### src/hdl/plx_pkg.sv
`timescale 1ns / 1ps

package plx_pkg;

   // Token kinds
   localparam logic [5:0] KIND_IDENT  = 6'd19;
   localparam logic [5:0] KIND_INT    = 6'd20;
   localparam logic [5:0] KIND_EQ     = 6'd21;
   localparam logic [5:0] KIND_PLUS   = 6'd22;
   localparam logic [5:0] KIND_MINUS  = 6'd23;
   localparam logic [5:0] KIND_STAR   = 6'd24;
   localparam logic [5:0] KIND_SLASH  = 6'd25;
   localparam logic [5:0] KIND_COLON  = 6'd26;
   localparam logic [5:0] KIND_COMMA  = 6'd27;
   localparam logic [5:0] KIND_LPAREN = 6'd28;
   localparam logic [5:0] KIND_RPAREN = 6'd29;
   localparam logic [5:0] KIND_ASSIGN = 6'd30;
   localparam logic [5:0] KIND_LE     = 6'd31;
   localparam logic [5:0] KIND_LT     = 6'd32;
   localparam logic [5:0] KIND_GE     = 6'd33;
   localparam logic [5:0] KIND_GT     = 6'd34;
   localparam logic [5:0] KIND_EOF    = 6'd35;

   // Default parameter values
   localparam int unsigned MAX_TEXT_LEN_DEF  = 65536;
   localparam int unsigned KEYWORD_BYTES_DEF = 10;

   // Depth of the result queue; it must hold at least two beats
   localparam int unsigned OUT_DEPTH = 4;

   // Keyword table: text right-justified, so the first byte sits highest
   localparam int unsigned KW_COUNT   = 21;
   localparam int unsigned KW_MAX_LEN = 10;

   localparam logic [79:0] KW_TEXT [KW_COUNT] = '{
      80'("Program"), 80'("endprogram"), 80'("int"), 80'("input"), 80'("output"),
      80'("for"), 80'("to"), 80'("do"), 80'("endfor"), 80'("while"),
      80'("endwhile"), 80'("if"), 80'("then"), 80'("else"), 80'("endif"),
      80'("AND"), 80'("OR"), 80'("true"), 80'("TRUE"), 80'("false"), 80'("FALSE")
   };
   localparam logic [4:0] KW_LEN [KW_COUNT] = '{
      5'd7, 5'd10, 5'd3, 5'd5, 5'd6, 5'd3, 5'd2, 5'd2, 5'd6, 5'd5, 5'd8,
      5'd2, 5'd4, 5'd4, 5'd5, 5'd3, 5'd2, 5'd4, 5'd4, 5'd5, 5'd5
   };
   localparam logic [5:0] KW_KIND [KW_COUNT] = '{
      6'd0, 6'd1, 6'd2, 6'd3, 6'd4, 6'd5, 6'd6, 6'd7, 6'd8, 6'd9, 6'd10,
      6'd11, 6'd12, 6'd13, 6'd14, 6'd15, 6'd16, 6'd17, 6'd17, 6'd18, 6'd18
   };

   // Characters of interest
   localparam logic [7:0] CH_NUL   = 8'h00;
   localparam logic [7:0] CH_TAB   = 8'h09;
   localparam logic [7:0] CH_LF    = 8'h0A;
   localparam logic [7:0] CH_CR    = 8'h0D;
   localparam logic [7:0] CH_SPACE = 8'h20;
   localparam logic [7:0] CH_MINUS = 8'h2D;
   localparam logic [7:0] CH_EQ    = 8'h3D;
   localparam logic [7:0] CH_LT    = 8'h3C;
   localparam logic [7:0] CH_GT    = 8'h3E;

   // One result beat
   typedef struct packed {
      logic [5:0]  kind;
      logic [15:0] start;
      logic [15:0] length;
      logic [7:0]  char_code;
      logic        last;
   } plx_token_type;

   // Results produced by one accepted input beat, packed to the front
   typedef struct packed {
      logic [1:0]    count;
      plx_token_type slot0;
      plx_token_type slot1;
   } plx_emit_type;

   // Queue status seen by the top level
   typedef struct packed {
      logic [$clog2(OUT_DEPTH+1)-1:0] level;
      logic                           room;
   } plx_queue_type;

   function automatic logic is_letter(input logic [7:0] c);
      return (c >= 8'h61 && c <= 8'h7A) || (c >= 8'h41 && c <= 8'h5A) || c == 8'h5F;
   endfunction

   function automatic logic is_digit(input logic [7:0] c);
      return c >= 8'h30 && c <= 8'h39;
   endfunction

   function automatic logic is_space(input logic [7:0] c);
      return c == CH_SPACE || c == CH_TAB || c == CH_LF || c == CH_CR;
   endfunction

   // Single-byte operator: bit 6 flags a hit, bits 5:0 give the kind
   function automatic logic [6:0] single_op(input logic [7:0] c);
      logic [6:0] r;
      case (c)
         8'h3D:   r = {1'b1, KIND_EQ};
         8'h2B:   r = {1'b1, KIND_PLUS};
         8'h2D:   r = {1'b1, KIND_MINUS};
         8'h2A:   r = {1'b1, KIND_STAR};
         8'h2F:   r = {1'b1, KIND_SLASH};
         8'h3A:   r = {1'b1, KIND_COLON};
         8'h2C:   r = {1'b1, KIND_COMMA};
         8'h28:   r = {1'b1, KIND_LPAREN};
         8'h29:   r = {1'b1, KIND_RPAREN};
         default: r = {1'b0, KIND_IDENT};
      endcase
      return r;
   endfunction

   // Parallel keyword compare; byte i of the buffer sits at bits 8*i+7:8*i
   function automatic logic [5:0] kw_lookup(input logic [8*KW_MAX_LEN-1:0] kb,
                                            input logic [4:0] cnt);
      logic [5:0] kind;
      logic       hit;
      kind = KIND_IDENT;
      for (int k = 0; k < KW_COUNT; k++) begin
         hit = (cnt == KW_LEN[k]);
         for (int i = 0; i < KW_MAX_LEN; i++) begin
            if (i < int'(KW_LEN[k])) begin
               hit = hit && (kb[8*i +: 8] == KW_TEXT[k][8*(int'(KW_LEN[k])-1-i) +: 8]);
            end
         end
         if (hit) begin
            kind = KW_KIND[k];
         end
      end
      return kind;
   endfunction

endpackage

### src/hdl/pseudocode_lexer.sv
`timescale 1ns / 1ps

// Channel | Direction | tdata (low bit up)                    | tuser           | tlast
// req     | in        | in_char[7:0]                          | -               | end_of_text
// rsp     | out       | start[15:0] length[15:0] char[7:0]    | token_kind[5:0] | last_of_run
//
// Each request beat is decoded in the cycle it is accepted; its tokens, if any
// (up to two), enter a four-beat result queue and can appear on rsp from the next cycle.
// Requests are taken every cycle while the queue has room for two beats, so the
// sustained rate is one byte per cycle as long as tokens drain at one per cycle.
// Reset is synchronous and clears the scanner state, the position and the queue.
// A stalled rsp side fills the queue and then holds off req.

module pseudocode_lexer #(
   parameter int unsigned MAX_TEXT_LEN  = plx_pkg::MAX_TEXT_LEN_DEF,
   parameter int unsigned KEYWORD_BYTES = plx_pkg::KEYWORD_BYTES_DEF
) (
   input  logic        clock,
   input  logic        reset,
   input  logic        req_tvalid,
   output logic        req_tready,
   input  logic [7:0]  req_tdata,   // in_char[7:0]
   input  logic        req_tlast,   // end_of_text
   output logic        rsp_tvalid,
   input  logic        rsp_tready,
   output logic [39:0] rsp_tdata,   // token_start[15:0], token_length[31:16],
                                    // token_char[39:32]
   output logic [5:0]  rsp_tuser,   // token_kind[5:0]
   output logic        rsp_tlast    // last_of_run
);
   import plx_pkg::*;

   logic          req_fire;
   logic          rsp_fire;
   plx_emit_type  emit;
   plx_token_type head;
   plx_queue_type status;

   assign req_tready = status.room;
   assign req_fire   = req_tvalid && req_tready;
   assign rsp_tvalid = status.level != '0;
   assign rsp_fire   = rsp_tvalid && rsp_tready;

   // Scanner: one byte per accepted beat
   plx_scan #(
      .MAX_TEXT_LEN (MAX_TEXT_LEN),
      .KEYWORD_BYTES(KEYWORD_BYTES)
   ) u_scan (
      .clock      (clock),
      .reset      (reset),
      .beat       (req_fire),
      .in_char    (req_tdata),
      .end_of_text(req_tlast),
      .emit       (emit)
   );

   // Result queue decouples the two sides
   plx_queue u_queue (
      .clock (clock),
      .reset (reset),
      .emit  (emit),
      .pop   (rsp_fire),
      .head  (head),
      .status(status)
   );

   // Output beat packing
   assign rsp_tdata = {head.char_code, head.length, head.start};
   assign rsp_tuser = head.kind;
   assign rsp_tlast = head.last;

   // Queue never overfills
   assert property (@(posedge clock) disable iff (reset)
      status.level <= ($clog2(OUT_DEPTH+1))'(OUT_DEPTH))
      else $error("result queue overflow");

   // No tokens without an accepted request beat
   assert property (@(posedge clock) disable iff (reset)
      !req_fire |-> emit.count == 2'd0)
      else $error("tokens emitted without a request beat");

   // End of text always finishes with an end-of-file token
   assert property (@(posedge clock) disable iff (reset)
      (req_fire && req_tlast) |->
         ((emit.count == 2'd1 && emit.slot0.kind == KIND_EOF) ||
          (emit.count == 2'd2 && emit.slot1.kind == KIND_EOF)))
      else $error("end of text without end-of-file token");

   // Two results: only the second carries the last flag
   assert property (@(posedge clock) disable iff (reset)
      emit.count == 2'd2 |-> (!emit.slot0.last && emit.slot1.last))
      else $error("wrong last flag on a double result");

endmodule

### src/hdl/plx_scan.sv
`timescale 1ns / 1ps

module plx_scan #(
   parameter int unsigned MAX_TEXT_LEN  = plx_pkg::MAX_TEXT_LEN_DEF,
   parameter int unsigned KEYWORD_BYTES = plx_pkg::KEYWORD_BYTES_DEF
) (
   input  logic                  clock,
   input  logic                  reset,
   input  logic                  beat,
   input  logic [7:0]            in_char,
   input  logic                  end_of_text,
   output plx_pkg::plx_emit_type emit
);
   import plx_pkg::*;

   localparam int unsigned POS_CAP_I = (MAX_TEXT_LEN - 1 > 65535) ? 65535 : MAX_TEXT_LEN - 1;
   localparam logic [15:0] POS_CAP   = 16'(POS_CAP_I);
   localparam int unsigned CNT_W     = $clog2(KEYWORD_BYTES + 1);
   localparam int unsigned IDX_W     = $clog2(KW_MAX_LEN);

   typedef enum logic [4:0] {
      MODE_IDLE    = 5'b00001,
      MODE_IDENT   = 5'b00010,
      MODE_NUMBER  = 5'b00100,
      MODE_LESS    = 5'b01000,
      MODE_GREATER = 5'b10000
   } plx_mode_type;

   plx_mode_type            mode_ff, mode_in;
   logic [15:0]             pos_ff, pos_in;
   logic [15:0]             pstart_ff, pstart_in;
   logic [7:0]              pfirst_ff, pfirst_in;
   logic                    too_long_ff, too_long_in;
   logic [CNT_W-1:0]        count_ff, count_in;
   logic [8*KW_MAX_LEN-1:0] kbuf_ff, kbuf_in;

   logic [7:0]    c;
   logic          fresh;
   logic          e0_valid, e1_valid;
   plx_token_type e0, e1;
   logic [6:0]    op;
   logic [15:0]   span;

   assign c    = end_of_text ? CH_NUL : in_char;
   assign op   = single_op(c);
   assign span = pos_ff - pstart_ff;

   // Extend or close the pending token, then treat a byte that it did not take afresh
   always_comb begin
      mode_in     = mode_ff;
      pstart_in   = pstart_ff;
      pfirst_in   = pfirst_ff;
      too_long_in = too_long_ff;
      count_in    = count_ff;
      kbuf_in     = kbuf_ff;
      fresh       = 1'b1;
      e0_valid    = 1'b0;
      e1_valid    = 1'b0;
      e0          = '{kind: KIND_IDENT, start: pstart_ff, length: span,
                      char_code: pfirst_ff, last: 1'b0};
      e1          = '{kind: KIND_IDENT, start: pos_ff, length: 16'd1,
                      char_code: c, last: 1'b0};

      case (mode_ff)
         MODE_IDENT: begin
            if (is_letter(c)) begin
               fresh = 1'b0;
               if (count_ff < CNT_W'(KEYWORD_BYTES)) begin
                  if (count_ff < CNT_W'(KW_MAX_LEN)) begin
                     kbuf_in[8*count_ff[IDX_W-1:0] +: 8] = c;
                  end
                  count_in = count_ff + 1'b1;
               end else begin
                  too_long_in = 1'b1;
               end
            end else begin
               e0_valid = 1'b1;
               e0.kind  = too_long_ff ? KIND_IDENT : kw_lookup(kbuf_ff, 5'(count_ff));
            end
         end
         MODE_NUMBER: begin
            if (is_digit(c)) begin
               fresh = 1'b0;
            end else begin
               e0_valid = 1'b1;
               e0.kind  = KIND_INT;
            end
         end
         MODE_LESS: begin
            e0_valid     = 1'b1;
            e0.char_code = CH_LT;
            if (c == CH_MINUS || c == CH_EQ) begin
               fresh     = 1'b0;
               e0.kind   = (c == CH_MINUS) ? KIND_ASSIGN : KIND_LE;
               e0.length = 16'd2;
            end else begin
               e0.kind   = KIND_LT;
               e0.length = 16'd1;
            end
         end
         MODE_GREATER: begin
            e0_valid     = 1'b1;
            e0.char_code = CH_GT;
            if (c == CH_EQ) begin
               fresh     = 1'b0;
               e0.kind   = KIND_GE;
               e0.length = 16'd2;
            end else begin
               e0.kind   = KIND_GT;
               e0.length = 16'd1;
            end
         end
         default: begin
         end
      endcase

      if (fresh) begin
         mode_in = MODE_IDLE;
         if (c == CH_NUL) begin
            e1_valid     = 1'b1;
            e1.kind      = KIND_EOF;
            e1.length    = 16'd0;
            e1.char_code = CH_NUL;
         end else if (is_space(c)) begin
            // whitespace gives no token
         end else if (op[6]) begin
            e1_valid = 1'b1;
            e1.kind  = op[5:0];
         end else if (is_letter(c) || is_digit(c) || c == CH_LT || c == CH_GT) begin
            pstart_in   = pos_ff;
            pfirst_in   = c;
            too_long_in = 1'b0;
            count_in    = '0;
            if (is_letter(c)) begin
               mode_in         = MODE_IDENT;
               kbuf_in[7:0]    = c;
               count_in        = CNT_W'(1);
            end else if (is_digit(c)) begin
               mode_in = MODE_NUMBER;
            end else if (c == CH_LT) begin
               mode_in = MODE_LESS;
            end else begin
               mode_in = MODE_GREATER;
            end
         end else begin
            // unknown byte is a one-byte identifier
            e1_valid = 1'b1;
         end
      end else if (mode_ff == MODE_LESS || mode_ff == MODE_GREATER) begin
         mode_in = MODE_IDLE;
      end

      if (fresh && c == CH_NUL) begin
         pos_in = '0;
      end else if (pos_ff < POS_CAP) begin
         pos_in = pos_ff + 16'd1;
      end else begin
         pos_in = pos_ff;
      end
   end

   // Pack the results to the front and mark the final one
   always_comb begin
      emit       = '0;
      emit.count = beat ? (2'(e0_valid) + 2'(e1_valid)) : 2'd0;
      emit.slot0 = e0_valid ? e0 : e1;
      emit.slot1 = e1;
      emit.slot0.last = !(e0_valid && e1_valid);
      emit.slot1.last = 1'b1;
   end

   // Control state
   always_ff @(posedge clock) begin
      if (reset) begin
         mode_ff     <= MODE_IDLE;
         pos_ff      <= '0;
         pstart_ff   <= '0;
         pfirst_ff   <= '0;
         too_long_ff <= 1'b0;
         count_ff    <= '0;
      end else if (beat) begin
         mode_ff     <= mode_in;
         pos_ff      <= pos_in;
         pstart_ff   <= pstart_in;
         pfirst_ff   <= pfirst_in;
         too_long_ff <= too_long_in;
         count_ff    <= count_in;
      end
   end

   // Keyword buffer needs no reset: only written bytes are compared
   always_ff @(posedge clock) begin
      if (beat) begin
         kbuf_ff <= kbuf_in;
      end
   end

endmodule

### src/hdl/plx_queue.sv
`timescale 1ns / 1ps

module plx_queue (
   input  logic                   clock,
   input  logic                   reset,
   input  plx_pkg::plx_emit_type  emit,
   input  logic                   pop,
   output plx_pkg::plx_token_type head,
   output plx_pkg::plx_queue_type status
);
   import plx_pkg::*;

   localparam int unsigned PTR_W = $clog2(OUT_DEPTH);
   localparam int unsigned LVL_W = $clog2(OUT_DEPTH + 1);

   plx_token_type    mem_ff [OUT_DEPTH];
   logic [PTR_W-1:0] wr_ff, wr_in;
   logic [PTR_W-1:0] rd_ff, rd_in;
   logic [LVL_W-1:0] level_ff, level_in;
   logic [PTR_W-1:0] wr_next;

   assign wr_next = wr_ff + PTR_W'(1);
   assign wr_in   = wr_ff + PTR_W'(emit.count);
   assign rd_in   = rd_ff + PTR_W'(pop);
   assign level_in = level_ff + LVL_W'(emit.count) - LVL_W'(pop);

   assign head          = mem_ff[rd_ff];
   assign status.level  = level_ff;
   assign status.room   = level_ff <= LVL_W'(OUT_DEPTH - 2);

   // Pointers and fill level
   always_ff @(posedge clock) begin
      if (reset) begin
         wr_ff    <= '0;
         rd_ff    <= '0;
         level_ff <= '0;
      end else begin
         wr_ff    <= wr_in;
         rd_ff    <= rd_in;
         level_ff <= level_in;
      end
   end

   // Up to two beats written per cycle
   always_ff @(posedge clock) begin
      if (emit.count != 2'd0) begin
         mem_ff[wr_ff] <= emit.slot0;
      end
      if (emit.count == 2'd2) begin
         mem_ff[wr_next] <= emit.slot1;
      end
   end

endmodule
### config.mk
export PLATFORM = sky130hd
export DESIGN_NAME = pseudocode_lexer
export DESIGN_NICKNAME = d
export VERILOG_FILES = /design/src/hdl/plx_pkg.sv /design/src/hdl/pseudocode_lexer.sv /design/src/hdl/plx_scan.sv /design/src/hdl/plx_queue.sv
export SDC_FILE = /design/constraint.sdc
export NUM_CORES = 1
export LEC_CHECK = 0
export BUFFER_PORTS_ARGS = -buffer_cell sky130_fd_sc_hd__buf_4
export CORE_ASPECT_RATIO = 0.5
export CORE_MARGIN = 10
export CORE_UTILIZATION = 60
export DETAILED_ROUTE_END_ITERATION = 7
export PLACE_DENSITY = 0.77
export SYNTH_ARGS = -nofsm -noshare
export SYNTH_HDL_FRONTEND = slang
export SYNTH_SLANG_ARGS = --single-unit
export TNS_END_PERCENT = 100
### constraint.sdc
create_clock -name clock -period 12.2 [get_ports clock]
set_clock_uncertainty 0.05 [all_clocks]
set_input_delay 0 -clock clock [delete_from_list [all_inputs] [get_ports clock]]
set_output_delay 0 -clock clock [all_outputs]
set_load 0.01 [all_outputs]
==> results of run 1 <==
-- cells in the mapped netlist, types with 9 or more instances --
cell type | count | share of area
a21oi_1 | 41 | 0.012
a22o_1 | 93 | 0.049
and2_1 | 10 | 0.0038
and3_1 | 14 | 0.0053
buf_2 | 10 | 0.0030
clkbuf_1 | 82 | 0.018
dfxtp_1 | 121 | 0.15
edfxtp_1 | 204 | 0.37
ha_1 | 27 | 0.020
inv_1 | 35 | 0.0079
mux2i_1 | 23 | 0.014
mux4_2 | 47 | 0.064
nand2_1 | 100 | 0.023
nand2b_1 | 23 | 0.0086
nand3_1 | 40 | 0.012
nand4_1 | 35 | 0.013
nand4b_1 | 9 | 0.0047
nor2_1 | 178 | 0.040
nor2b_1 | 29 | 0.011
nor3_1 | 57 | 0.017
nor4_1 | 28 | 0.011
nor4bb_1 | 18 | 0.011
o21ai_0 | 58 | 0.017
o22ai_1 | 49 | 0.018
or3_1 | 15 | 0.0056
or4_1 | 10 | 0.0045
xnor2_1 | 18 | 0.0095
xor2_1 | 12 | 0.0063
-- final timing paths --
check / start / endpoint / slack [ns]
worst max register to register: u_scan.mode_ff[4] / u_queue.mem_ff[2][0] / 6.72
worst min register to register: u_queue.mem_ff[1][14] / u_queue.mem_ff[1][14] / 0.42
worst min-delay path: req_tvalid / u_scan.mode_ff[3] / 0.04
worst max-delay path: req_tlast / u_queue.mem_ff[2][0] / 6.61
-- metal layers --
layer,wire (um),up-vias,share of wire,GRT usage
li1,-,5941,-,-
met1,19390,6651,0.38,0.3484
met2,24360,844,0.48,0.4835
met3,4362,178,0.086,0.04498
met4,2349,0,0.047,0.1245
met5,0,-,0,0
-- cell families after synthesis --
group,count (synthesis)
flip-flops,325
AO/OA/AOI/OAI,318
buffers and inverters,135
XOR/XNOR,30
adder cells (fa/ha/maj),29
multiplexers,78
AND/OR/NAND/NOR,616
-- layout make-up --
type                            count  area (um^2)
Clock inverter                     19        234.0
Timing Repair Buffer               88        693.2
Sequential cell                   325         8553
Tap cell                          382        478.0
Clock buffer                       35        758.2
Fill cell                        2085         9105
Inverter                           36        135.1
Multi-Input combinational cell   1071         7590
-- sequential cells by signal, indices dropped and copies added, names as in the netlist --
name	count
u_scan.count_ff	4
u_scan.too_long_ff	1
u_queue.mem_ff	188
u_scan.pos_ff	16
u_scan.pfirst_ff	8
u_scan.kbuf_ff	80
u_queue.wr_ff	2
u_scan.pstart_ff	16
u_queue.rd_ff	2
u_queue.level_ff	3
u_scan.mode_ff	5
-- worst min-delay path, stage by stage --
cell and delay (ns):
buf_4 0.08, nand2_1 0.31, nand2_1 0.17, a21oi_1 0.05
-- power by group through the flow --
| stage | logic, mW | registers, mW | clock network [mW] |
|---|---|---|---|
| floorplan | 0.351 | 1.27 | 0 |
| global placement | 0.493 | 1.33 | 0 |
| detailed placement | 0.505 | 1.34 | 0 |
| CTS | 0.509 | 1.31 | 0.976 |
| global route | 0.540 | 1.32 | 1.02 |
| finish | 0.511 | 1.31 | 0.976 |
-- stage by stage --
step / instances / area, um^2 / hold WS (ns) / utilization / total power [mW]
3_5_place_dp: 1889 / 17320 / 0.4001 / 0.6287 / 1.843
2_1_floorplan: 1531 / 16660 / 0.1600 / - / 1.624
6_report: 1956 / 18440 / 0.04446 / 0.6695 / 2.801
5_1_grt: 1956 / 18440 / 0.06164 / 0.6695 / 2.880
3_3_place_gp: 1889 / 17320 / 0.3809 / 0.6287 / 1.827
4_1_cts: 1956 / 18440 / 0.01809 / 0.6695 / 2.799
-- timing repair --
| item | in CTS | in global routing |
|---|---|---|
| buffers inserted | 0 | 0 |
| endpoints found under the setup margin | 0 | 0 |
| hold buffers | 13 | 0 |
| hold endpoints to repair | 43 | 0 |
==> summary.md, run 1 <==
| Metric | Value |
|---|---|
| Final WL | between 50 and 60 mm |
| Internal | roughly 2 mW |
| Layout cells sized above 1 | 0.1277 |
| Worst Path Max Fanout | 17 |
| Max clock buf depth | 3 |
| Crit. End Element | flop |
| PortBufs | between 60 and 70 |
| Crit share post-route | 0.4583 |
| Vias per inst | just under 7 |
| Max-slew headroom | 0.1638 |
| Initial core utilization | 0.6050 |
| Post-Syn Nets | approximately 1600 |
| Dpl ws | 6.770 ns |
| P_leak | around 6 nW |
| Max Clk Rate | between 150 and 200 MHz |
| Die height | between 100 and 150 um |
| Fin Setup TNS | 0 ns |
| Worst setup SP type | primary input |
| Via count | ~14000 |
| Io pins | 62 |
| Initial antenna violation count | 0 |
| Worst Path Arrival | a little over 6 ns |
| TritonCTS clock tree | done |
| Syn Area/Cell | 10.88 um^2 |
| Worst endpoint required time | between 10 and 15 ns |
| Worst hold stages | 4 |
| Number of enable flip-flop cells after synthesis | between 200 and 250 |
| Comb power frac | 0.183 |
| Clock Power Share | 0.349 |
| Mapped Cells | 1531 |
| Largest family of logic cells by synthesized area | simple AND/OR/NAND/NOR gates |
| 1st-iter DRT viols | between 1500 and 2000 |
| RSZ-0062 raised after global routing | false |
| Post-Synth Adder-Cell Area | 0.02267 |
| Post-synth top flop | edfxtp_1 |
| Ys async rst share | 0 |
| Switching share of power | 0.2796 |
| Hpwl dp | roughly 35 mm |
| Area grow syn2layout | 10.66% |
| CP max stage cell | nor2_1 |
| Worst skew pair latency | a little under 0.6 ns |
| Register area share after synthesis | 0.5130 |
| Mux cell area share after synthesis | 0.08274 |
| Reg power frac | 0.469 |
| Tightest Pin Transition | 1.250 ns |
| P_sw | between 700 and 800 uW |
| Max-Cap Viols | 0 |
| Cell variety after synth | 82 |
| DR WL/cell | around 26 um |
| Die area | between 30000 and 40000 um^2 |
| GP Congestion | ~0.95 |
| Drt pass-1 iters | 6 |
| CP cell instances | dlygate4sd3_1, buf_4, nand2b_1, o2111a_1, o21ai_2, o2bb2ai_2, nor4_1, ha_1, o21ai_1, nor2_1, nor2_1, inv_1, buf_4, o22a_1 |
| Core area | about 28000 um^2 |
| Total track usage | 0.2802 |
| Row Count | 43 |
| Die X-Extent | about 260 um |
| Pins Over Slew Limit | 0 |
| Final Hold Viols | 0 |
| CP Buf/Inv Count | 4 |
| First-pass GRT wire length | about 77 mm |
| Worst-path clk slew | around 0.070 ns |
| Simple-gate area share of the yosys netlist | 0.1969 |
| Pin count of the biggest net entering global routing | 49 |
| Number of global-route vias before repair | approximately 13000 |
| Overflow after GRT | 0 |
| H-Tree Depth | 1 |
| PwrDens | between 150 and 200 nW/um^2 |
| Final worst path period need | between 5 and 6 ns |
| Diodes inserted | 0 |
| VDD IR-drop max | 0.0001207 V |
| Endpoints failing setup | 0 |
| Post-CTS Resized | 0 |
| CTS sink count | around 330 |
| Yosys warning total | 0 |
| Fin worst setup slack | between 6 and 7 ns |
| # DRC | 0 |
| Post-route ant nets | 0 |
| Commonest cells after routing, fill and taps aside | edfxtp_1, nor2_1, dfxtp_1 |
| Max incr delay on CP | around 0.75 ns |
| Layout net count | approximately 1600 |
| CP delay by family, top | compound AO/OA/AOI/OAI gates |
| Outcome | finished clean |
| R2R cell count | 13 |
| #FFs+latches synth | 325 |
| Post-synthesis xor/xnor area fraction | 0.01577 |
| Worst hold path type | in2reg |
| Synth Area in Compound Gates | 0.1366 |
| Critical Path Stages | 14 |
| WS Path Type | in2reg |
| CTS buffer count | 29 |
| Post-Syn Area | about 17000 um^2 |
| Root Buffer | clkbuf_16 |
| Commonest non-fill, non-tap cell in the layout | edfxtp_1 |
(Power assumes the default switching activity.)
==> run 2: changes to the inputs <==
ABC_AREA = 1   (was unset)
clock period = 5.4 ns   (was 12.2 ns; I/O delays follow)
==> summary.md, run 2 <==
| Metric | Value |
|---|---|
| Placed cells | roughly 2500 |
| Io pins | slightly above 60 |
| Drt pass-1 iters | 6 |
| Crit share post-route | 0.9172 |
| #FFs+latches synth | 325 |
| Reg with most FFs | u_queue.mem_ff |
| Layout cells sized above 1 | 0.08575 |
| RSZ-0062 raised after global routing | false |
| WS Path Type | reg2reg |
| Row Count | 43 |
| Worst hold path type | in2reg |
| Worst Path Arrival | 5.34 ns |
| Overflow after GRT | 0 |
| Count leader, synth | nor2_1 |
| Total power draw | 7.193 mW |
| Top cell type's share of synthesized area | 0.3596 |
| Synth area leader | edfxtp_1 |
| PwrDens | between 300 and 400 nW/um^2 |
| Commonest cells after routing, fill and taps aside | nor2_1, nand2_1, inv_1 |
| Worst setup SP type | flop |
| Worst skew pair latency | 0.59 ns |
| Ys async rst share | 0 |
| Via count | roughly 16000 |
| Outcome | finished clean |
| DR WL/cell | between 20 and 25 um |
| Root Buffer | clkbuf_16 |
| Number of global-route vias before repair | between 10000 and 15000 |
| Area grow syn2layout | 11.16% |
| Die area | between 30000 and 40000 um^2 |
| Post-Syn Area | ~17000 um^2 |
| Register area share after synthesis | 0.5018 |
| Max-Cap Viols | 0 |
| Worst endpoint required time | between 5 and 6 ns |
| P_leak | 7.001 nW |
| Final worst path period need | 4.953 ns |
| Max-slew headroom | 0.3064 |
| Tightest Pin Transition | 1.039 ns |
| Final Hold Viols | 0 |
| Post-synth top flop | edfxtp_1 |
| Diodes inserted | 0 |
| Final Non-Filler Cells | around 2600 |
| Post-Syn Nets | approximately 2100 |
| VDD IR-drop max | approximately 0.00024 V |
| Max Clk Rate | a little over 200 MHz |
| Pins Over Slew Limit | 0 |
| Fin worst setup slack | 0.4471 ns |
| Synth top area cells | edfxtp_1, dfxtp_1, nor2_1 |
| Worst-path clk slew | ~0.070 ns |
| Syn Area/Cell | ~8 um^2 |
| Crit. End Element | flop |
| Mapped Cells | approximately 2100 |
| Placement Cell Area | 17830 um^2 |
| Hpwl dp | between 30 and 40 mm |
| Layout fillers | roughly 2300 |
| Initial core utilization | 0.6124 |
| Die X-Extent | 258.3 um |
| Post-synth top cells | nor2_1, nand2_1, inv_1, edfxtp_1, o21ai_0 |
| H-Tree Depth | 1 |
| Pin count of the biggest net entering global routing | 79 |
| Core area | about 28000 um^2 |
| Total track usage | 0.2846 |
| Endpoints failing setup | 0 |
| # DRC | 0 |
| Fin Setup TNS | 0 ns |
| PortBufs | 61 |
| Post-route ant nets | 0 |
| 1st-iter DRT viols | between 1500 and 2000 |
| Max clock buf depth | 3 |
| Yosys warning total | 0 |
| GP Congestion | 0.9561 |
| Biggest regs | u_queue.mem_ff x188, u_scan.kbuf_ff x80 |
| Number of enable flip-flop cells after synthesis | ~200 |
| Vias per inst | between 6 and 7 |
| First-pass GRT wire length | 82.54 mm |
| TritonCTS clock tree | done |
| CTS buffer count | 29 |
| Die height | around 140 um |
| Worst Path Max Fanout | 33 |
| Layout net count | 2188 |
| Dpl ws | about 0.3 ns |
| Final WL | roughly 53 mm |
| CTS sink count | 325 |
| Initial antenna violation count | 1 |
| Commonest non-fill, non-tap cell in the layout | nor2_1 |
| Cell variety after synth | 55 |
| Max FFs per register | 188 |
| Fin area | 18930 um^2 |
-- run 2: cell types whose count changed after synthesis, moves of 29 or more --
| cell | previous run | this run |
|---|---|---|
| o21ai_0 | 58 | 191 |
| mux4_2 | 47 | 0 |
| o22ai_1 | 49 | 147 |
| nor2b_1 | 29 | 0 |
| nand3_1 | 40 | 91 |
| nand4_1 | 35 | 67 |
| inv_1 | 35 | 214 |
| nor2_1 | 178 | 329 |
| a22o_1 | 93 | 0 |
| o21ai_1 | 4 | 45 |
| nand2_1 | 100 | 328 |
-- run 2: timing repair --
item                                    4_1_cts  5_1_grt
gates resized for setup                       0        1
buffers inserted                              0        0
endpoints found under the setup margin        0       15
hold endpoints to repair                     41        0
hold buffers                                 10        0
-- run 2: cells by family after synthesis --
group,after synthesis,synth area share
AOI/OAI and AO/OA,481,0.1579
adders and majority gates,29,0.02218
and+or+nand+nor,941,0.2406
xor gates and xnor gates,10,0.005142
buffers and inverters,320,0.07228
DFF,325,0.5018
-- run 2: layout make-up --
class | instances | area, um^2 | share of cell area
clock buffer | 35 | 799.5 | 0.04223
clock inverter | 19 | 197.7 | 0.01044
inverter | 233 | 877.1 | 0.04632
multi-input combinational | 1461 | 7262 | 0.3835
sequential | 325 | 8549 | 0.4515
tap | 382 | 478.0 | 0.02524
timing repair buffer | 96 | 770.7 | 0.04071
-- run 2: worst paths after layout --
check	slack (ns)	startpoint	cells after the start	end
setup / recovery	0.45	u_scan.mode_ff[0]	21	u_queue.mem_ff[0][14]
hold / removal	0.01	req_tvalid	3	u_scan.count_ff[2]
setup reg to reg	0.45	u_scan.mode_ff[0]	21	u_queue.mem_ff[0][14]
hold reg to reg	0.40	u_queue.mem_ff[1][17]	2	u_queue.mem_ff[1][17]
-- run 2: metrics by stage --
step,util,hold slack (ns)
after floorplan,-,0.01907
after detailed placement,0.6411,0.2705
after CTS,0.6805,0.0003362
final,0.6807,0.01040
after global routing,0.6807,0.03171
after global placement,0.6411,0.2694
-- run 2: power breakdown --
group          leakage (nW)  internal, mW  switching [mW]
combinational          3.76         0.683            1.38
sequential             2.74          2.83           0.114
clock                 0.501          1.21           0.974
total                  7.00          4.72            2.47
-- run 2: critical path, stage by stage, from the launching register on --
cell and delay [ns]:
dfxtp_1 0.32, nor2_1 0.16, inv_1 0.08, nor4_1 0.57, nand2_2 0.15, nand2_4 0.27, inv_4 0.12, nand2_4 0.13
inv_2 0.07, nor2_1 0.17, ha_1 0.21, inv_1 0.05, nor2_1 0.23, inv_1 0.16, nor2_1 0.24, inv_1 0.08
nor2_1 0.35, inv_2 0.38, nand2_4 0.54, inv_2 0.25, nand2_1 0.13, o21ai_0 0.10
-- run 2: routing by layer --
metal  GRT usage  wire, um
met5           0        17
met4     0.08651      1461
met3     0.04777      5388
met2      0.4684     24950
met1      0.3786     21630
